`src/sv/wht_pkg.sv`:
```
`timescale 1ns / 1ps
// ----------------------------------------------------------------------------
// wht_pkg
// Shared constants of the Walsh-Hadamard transform unit.
// ----------------------------------------------------------------------------
package wht_pkg;

	localparam int DEF_MAX_LENGTH   = 64;
	localparam int DEF_SAMPLE_WIDTH = 16;

	// log2 length register
	localparam int              CFG_W     = 3;
	localparam logic [CFG_W-1:0] CFG_RESET = 3'd6;

endpackage

```
`src/sv/walsh_hadamard_transform_unit.sv`:
```
`timescale 1ns / 1ps
// ----------------------------------------------------------------------------
// walsh_hadamard_transform_unit
// Integer fast Walsh-Hadamard transform over 2^log2_length samples.
// ----------------------------------------------------------------------------
// Input channel (in_valid/in_ready, sample): one signed sample per word, in
// vector order. in_ready is high only while the unit is loading.
// Output channel (out_valid/out_ready, coefficient, last_out): the N
// coefficients in natural order, last_out on the final one.
// cfg_we/cfg_wdata write log2_length (capped at log2 of the largest power of
// two not above MAX_LENGTH); write only while the unit is idle.
// Sequence for N = 2^log2_length: N samples are loaded, then log2(N) passes
// of the single butterfly run, each over N/2 pairs (read state, then sum
// write state, the difference written during the next read) and closed by
// a drain state; then a read state and the emit of N coefficients. The
// single write port of the vector store gives each pair a read and a write state.
// Reset: log2_length = 6, load count cleared; store contents undefined.
// A stalled receiver holds the output register and freezes the emit walk;
// after the last word is registered the unit loads again at once.
// ----------------------------------------------------------------------------
module walsh_hadamard_transform_unit
	import wht_pkg::*;
#(
	parameter int  MAX_LENGTH   = DEF_MAX_LENGTH,
	parameter int  SAMPLE_WIDTH = DEF_SAMPLE_WIDTH,
	localparam int LOG_CAP      = $clog2(MAX_LENGTH + 1) - 1,
	localparam int COEF_W       = SAMPLE_WIDTH + LOG_CAP + 1
) (
	input  logic                     clk,
	input  logic                     arst_n,
	input  logic                     cfg_we,
	input  logic [CFG_W-1:0]         cfg_wdata,
	input  logic                     in_valid,
	output logic                     in_ready,
	input  logic signed [SAMPLE_WIDTH-1:0] sample,
	output logic                     out_valid,
	input  logic                     out_ready,
	output logic signed [COEF_W-1:0] coefficient,
	output logic                     last_out
);

	localparam int AW    = LOG_CAP;
	localparam int DEPTH = 1 << AW;

	typedef enum logic [2:0] {
		ST_LOAD,
		ST_RD,
		ST_WS,
		ST_WD,
		ST_EMIT_RD,
		ST_EMIT
	} state_t;

	state_t                    state_q;
	logic [CFG_W-1:0]          cfg_q;
	logic [AW-1:0]             cnt_q;
	logic [CFG_W-1:0]          len_log_q;
	logic [CFG_W-1:0]          stage_q;
	logic [AW-1:0]             bfly_q;
	logic [AW-1:0]             idx_q;
	logic                      pend_q;
	logic [AW-1:0]             pend_addr_q;
	logic signed [COEF_W-1:0]  diff_q;
	logic                      out_valid_q;
	logic signed [COEF_W-1:0]  coef_q;
	logic                      last_q;

	logic signed [COEF_W-1:0]  store_q [DEPTH];
	logic signed [COEF_W-1:0]  rd_a_q;
	logic signed [COEF_W-1:0]  rd_b_q;

	logic                      mem_we;
	logic [AW-1:0]             mem_waddr;
	logic signed [COEF_W-1:0]  mem_wdata;
	logic                      mem_re;
	logic [AW-1:0]             mem_ra;
	logic [AW-1:0]             mem_rb;

	logic [CFG_W-1:0]          eff_log;
	logic [AW:0]               len_in;
	logic [AW:0]               load_next;
	logic [AW-1:0]             half;
	logic [AW-1:0]             low_mask;
	logic [AW-1:0]             hi_bits;
	logic [AW-1:0]             addr_a;
	logic [AW-1:0]             addr_b;
	logic [AW:0]               len_m1;
	logic [AW:0]               pairs_m1;
	logic                      bfly_last;
	logic                      emit_last;
	logic                      out_free;

	assign eff_log   = (cfg_q > CFG_W'(LOG_CAP)) ? CFG_W'(LOG_CAP) : cfg_q;
	assign len_in    = (AW+1)'(1) << eff_log;
	assign load_next = {1'b0, cnt_q} + (AW+1)'(1);

	// pair addresses: insert a zero at bit 'stage' of the pair index
	assign half     = AW'(1) << stage_q;
	assign low_mask = half - AW'(1);
	assign hi_bits  = bfly_q & ~low_mask;
	assign addr_a   = (hi_bits << 1) | (bfly_q & low_mask);
	assign addr_b   = addr_a | half;

	assign len_m1    = ((AW+1)'(1) << len_log_q) - (AW+1)'(1);
	assign pairs_m1  = (((AW+1)'(1) << len_log_q) >> 1) - (AW+1)'(1);
	assign bfly_last = ({1'b0, bfly_q} == pairs_m1);
	assign emit_last = ({1'b0, idx_q} == len_m1);
	assign out_free  = !out_valid_q || out_ready;

	assign in_ready    = (state_q == ST_LOAD);
	assign out_valid   = out_valid_q;
	assign coefficient = coef_q;
	assign last_out    = last_q;

	// store port control
	always_comb begin
		mem_we    = 1'b0;
		mem_waddr = '0;
		mem_wdata = '0;
		mem_re    = 1'b0;
		mem_ra    = '0;
		mem_rb    = '0;
		unique case (state_q)
			ST_LOAD: begin
				mem_we    = in_valid;
				mem_waddr = cnt_q;
				mem_wdata = COEF_W'(sample);
			end
			ST_RD: begin
				// previous pair's difference goes out while this pair is read
				mem_re    = 1'b1;
				mem_ra    = addr_a;
				mem_rb    = addr_b;
				mem_we    = pend_q;
				mem_waddr = pend_addr_q;
				mem_wdata = diff_q;
			end
			ST_WS: begin
				mem_we    = 1'b1;
				mem_waddr = addr_a;
				mem_wdata = rd_a_q + rd_b_q;
			end
			ST_WD: begin
				mem_we    = 1'b1;
				mem_waddr = pend_addr_q;
				mem_wdata = diff_q;
			end
			ST_EMIT_RD: begin
				mem_re = 1'b1;
				mem_ra = idx_q;
			end
			ST_EMIT: begin
				// prefetch the next word as the current one is registered
				mem_re = out_free && !emit_last;
				mem_ra = idx_q + AW'(1);
			end
			default: begin
			end
		endcase
	end

	always_ff @(posedge clk) begin
		if (mem_we) begin
			store_q[mem_waddr] <= mem_wdata;
		end
		if (mem_re) begin
			rd_a_q <= store_q[mem_ra];
			rd_b_q <= store_q[mem_rb];
		end
	end

	always_ff @(posedge clk or negedge arst_n) begin
		if (!arst_n) begin
			state_q     <= ST_LOAD;
			cfg_q       <= CFG_RESET;
			cnt_q       <= '0;
			len_log_q   <= '0;
			stage_q     <= '0;
			bfly_q      <= '0;
			idx_q       <= '0;
			pend_q      <= 1'b0;
			pend_addr_q <= '0;
			diff_q      <= '0;
			out_valid_q <= 1'b0;
			coef_q      <= '0;
			last_q      <= 1'b0;
		end else begin
			if (cfg_we) begin
				cfg_q <= cfg_wdata;
			end
			// in ST_EMIT the emit branch below owns out_valid_q
			if (out_ready && state_q != ST_EMIT) begin
				out_valid_q <= 1'b0;
			end
			unique case (state_q)
				ST_LOAD: begin
					if (in_valid) begin
						if (load_next >= len_in) begin
							cnt_q     <= '0;
							len_log_q <= eff_log;
							stage_q   <= '0;
							bfly_q    <= '0;
							idx_q     <= '0;
							pend_q    <= 1'b0;
							state_q   <= (eff_log == '0) ? ST_EMIT_RD : ST_RD;
						end else begin
							cnt_q <= load_next[AW-1:0];
						end
					end
				end
				ST_RD: begin
					pend_q  <= 1'b0;
					state_q <= ST_WS;
				end
				ST_WS: begin
					diff_q      <= rd_a_q - rd_b_q;
					pend_addr_q <= addr_b;
					pend_q      <= 1'b1;
					if (bfly_last) begin
						state_q <= ST_WD;
					end else begin
						bfly_q  <= bfly_q + AW'(1);
						state_q <= ST_RD;
					end
				end
				ST_WD: begin
					// drain the last difference before the next pass or the emit walk reads
					pend_q <= 1'b0;
					bfly_q <= '0;
					if (stage_q + CFG_W'(1) == len_log_q) begin
						idx_q   <= '0;
						state_q <= ST_EMIT_RD;
					end else begin
						stage_q <= stage_q + CFG_W'(1);
						state_q <= ST_RD;
					end
				end
				ST_EMIT_RD: begin
					state_q <= ST_EMIT;
				end
				ST_EMIT: begin
					if (out_free) begin
						out_valid_q <= 1'b1;
						coef_q      <= rd_a_q;
						last_q      <= emit_last;
						if (emit_last) begin
							state_q <= ST_LOAD;
						end else begin
							idx_q <= idx_q + AW'(1);
						end
					end
				end
				default: begin
					state_q <= ST_LOAD;
				end
			endcase
		end
	end

endmodule

```
`config.mk`:
```
export PLATFORM = sky130hd
export DESIGN_NAME = walsh_hadamard_transform_unit
export DESIGN_NICKNAME = d
export VERILOG_FILES = /design/src/sv/wht_pkg.sv /design/src/sv/walsh_hadamard_transform_unit.sv
export SDC_FILE = /design/constraint.sdc
export NUM_CORES = 2
export LEC_CHECK = 0
export BUFFER_PORTS_ARGS = -buffer_cell sky130_fd_sc_hd__buf_4
export CAP_MARGIN = 30
export CELL_PAD_IN_SITES_DETAIL_PLACEMENT = 0
export CELL_PAD_IN_SITES_GLOBAL_PLACEMENT = 2
export CORE_UTILIZATION = 45
export CTS_CLUSTER_SIZE = 24
export DETAILED_ROUTE_END_ITERATION = 8
export PLACE_DENSITY_LB_ADDON = 0.1
export SYNTH_ARGS = -nofsm -noshare
export SYNTH_HDL_FRONTEND = slang
export SYNTH_SLANG_ARGS = --single-unit
```
`constraint.sdc`:
```
create_clock -name clk -period 7.2 [get_ports clk]
set_input_delay 0.72 -clock clk [delete_from_list [all_inputs] [get_ports clk]]
set_output_delay 0.72 -clock clk [all_outputs]
set_load 0.1 [all_outputs]
```
==> reports/metrics.cfg <==
[outcome]
outcome = finished clean

[layout]
fin_nets = 6814
final_common_cell = nand2_1
final_cells = 9216
layout_common_cells = nand2_1, edfxtp_1, nand3_1
finalInstanceArea_mm2 = 0.09129
multiInputGateArea_mm2 = 0.03059
seqCellArea_mm2 = 0.04771
drive_above_1_share = 0.1500
synthToLayoutAreaGrowth_pct = 13.40
fillCellCount = 15120

[logic_synthesis]
ys_seq_elements = 1603
ys_warn_count = 0
async_flop_share = 0.05303
synth_flop_cell = edfxtp_1
netlist-cell-type-count = 81
avgSynthCellArea_um2 = 11.89
synth.net_count = 6857
synth_top_cell_by_area = edfxtp_1
synthTopCellsByArea = edfxtp_1, nand2_1, mux4_2, a311oi_1, mux2i_1
synth_top_area_frac = 0.5663
synth_edf_count = 1518
netlist_instances = 6770
synth_area_mm2 = 0.08050
ys_seq_area_frac = 0.5927

[timing]
period_share = 0.7589
tightestPinTransition_ns = 1.122
drv_slew = 0
tns_ns = 0
whs_ns = 0.1322
grt_setup_unrepaired = false
setup_violations = 0
finClkSkew_ns = 0.02940
clock.fmax_mhz = 183.0
min_period_ns = 5.464
relSlewSlack = 0.2443
final_hold_viol_count = 0

[place]
port_buffers = 49
placed_area_mm2 = 0.08533
gp_congestion = 0.9041
dp_hpwl_um = 195000
placed_cells_incl_taps = 8880

[setup_path]
path_max_fanout = 53
max_stage_delay_ns = 0.98
end_kind = register
r2r_slack_ns = 1.74
crit_chain = inv_1 > ha_1 > and2_1 > o21ai_1 > a21oi_2 > o21ai_4 > buf_4 > buf_4 > a21oi_1 > mux4_2 > a2111oi_0 > a2bb2oi_1
critPathSlowestCell = a2111oi_0
criticalPathCategory = register to register
crit_required_ns = 7.69
reg2reg_from = stage_q[0]$_DFFE_PN0P_
crit_path_start = stage_q[0]$_DFFE_PN0P_
reg2reg_depth = 12
worst_path_most_repeated_cell = buf_4
start_kind = register
critPathCapture = rd_a_q[9]$_DFFE_PP_
r2r-end = rd_a_q[9]$_DFFE_PP_
worst_ep_arrival_time_ns = 5.95

[global_route]
grt_pass1_vias = 57700
antenna_found_initial = 23
grt_max_degree = 126
grt_pass1_wl_um = 442900
grt_usage = 0.3469
grt_overflow_total = 0

[floorplan]
die_width_um = 425.0
initial_core_util = 0.4551
die_h_um = 425.0
die_area_mm2 = 0.1806
row_count = 154
ioPinCount = 50
coreArea_mm2 = 0.1769

[clock_tree]
cts_setup_buffers = 0
postCtsHoldBufs = 1
cts_resized = 0
clkSinkCount = 1603
clkSlewWorstSetupHoldPaths_ns = 0.06
cts_made_buffers = 178
clockBufferDepth = 3
clock_latency_ns = 0.84
clk_root_buffer_cell = clkbuf_16
cts_max_level = 4
cts_tree = built

[drt]
wl_um = 317200
drtIter0Drc = 8627
wl_met3_um = 34260
vias_per_cell = 6.632
vias = 61130
drc = 0
drt.antenna.violating_nets = 0
wire_per_inst_um = 34.42
wl_met2_um = 138300
top_layer_used = met5
drtPass1Iterations = 6
m1WireLength_um = 127900

[power]
p_leak_nw = 30.80
power_mw = 45.19
vdd_drop_max_v = 0.0004591
power.density_mw_per_mm2 = 495.0

[flow_run]
drv_cap = 0

[hold_path]
min_path_type = primary input to register

-- sequential cells by signal, indices dropped and copies added (netlist names), 3 cells and up --
name / count
store_q: 1472
len_log_q: 3
diff_q: 23
idx_q: 6
bfly_q: 6
rd_b_q: 23
coefficient: 23
state_q: 3
cnt_q: 6
stage_q: 3
pend_addr_q: 6
cfg_q: 3
rd_a_q: 23
-- how the worst min path moves through the flow --
| stage | from | end | slack (ns) | cells past startpoint |
|---|---|---|---|---|
| final | cfg_wdata[1] | cfg_q[1]$_DFFE_PN1P_ | 0.13 | 2 |
| after global routing | cfg_wdata[1] | cfg_q[1]$_DFFE_PN1P_ | 0.11 | 2 |
| after CTS | cfg_wdata[1] | cfg_q[1]$_DFFE_PN1P_ | 0.08 | 2 |
| after detailed placement | pend_addr_q[2]$_DFFE_PN0P_ | pend_addr_q[2]$_DFFE_PN0P_ | 0.47 | 2 |
| after global placement | pend_addr_q[4]$_DFFE_PN0P_ | pend_addr_q[4]$_DFFE_PN0P_ | 0.46 | 2 |
| after floorplan | arst_n | bfly_q[0]$_DFFE_PN0P_ | 0.42 | 0 |
-- synth_stat cells (all sizes together), types with 8 or more instances --
cell and n:
o211ai 9, nand3 401, xnor2 36, a311oi 321
o21ai 135, mux2i 219, mux2 35, xor2 15
edfxtp 1518, a2111oi 23, and2 149, a211oi 304
clkbuf 350, inv 151, buf 214, o21bai 8
nand2b 19, nor2 238, o22ai 28, a31oi 191
and3 10, a2bb2oi 24, dfrtp 83, a21oi 230
a21o 20, o31ai 8, a22oi 8, nand2 1551
mux4 254, nand4 8, nor2b 12, nor3 25
o221ai 24, ha 61
-- cell type report --
cell class	count	share of cell area
Inverter	153	0.006291
Clock buffer	216	0.05210
Multi-Input combinational cell	4450	0.3351
Tap cell	2340	0.03207
Antenna cell	1	0.00002741
Sequential cell	1603	0.5227
Clock inverter	112	0.01213
Timing Repair Buffer	341	0.03960
-- through the flow --
stage               worst slack (ns)  utilization
finish                         1.736       0.5161
global route                   1.662       0.5161
CTS                            1.796       0.5156
detailed placement             1.786       0.4824
global placement               1.304       0.4776
floorplan                      1.626            -
-- power by group --
group / total (mW) / internal [mW] / leakage [nW] / switching, mW
combinational: 21.2 / 5.67 / 13.1 / 15.5
clock: 9.33 / 5.38 / 2.87 / 3.95
sequential: 14.7 / 13.7 / 14.9 / 0.996
total: 45.2 / 24.8 / 30.8 / 20.4
-- cell families after synthesis --
logic type | after synthesis | share of synthesized area
AOI/OAI and AO/OA | 1374 | 0.1214
xor gates and xnor gates | 51 | 0.005549
adders and majority gates | 63 | 0.009979
buffers and inverters | 717 | 0.03800
DFF | 1603 | 0.5927
muxes | 508 | 0.1032
and+or+nand+nor | 2454 | 0.1292
-- metal layers --
layer	GRT usage	vias up
li1	-	25680
met1	0.4873	31090
met2	0.5136	3700
met3	0.07331	653
met4	0.1645	8
met5	0	-
-- worst max-delay path: cells and delay by family (launching register included) --
| family | cells | cell delay (ns) |
|---|---|---|
| AOI/OAI and AO/OA | 6 | 2.29 |
| muxes | 1 | 0.61 |
| adders and majority gates | 1 | 0.29 |
| DFF | 1 | 0.47 |
| buffers and inverters | 3 | 1.25 |
| and+or+nand+nor | 1 | 0.18 |
Power figures use the tool's default switching activity.
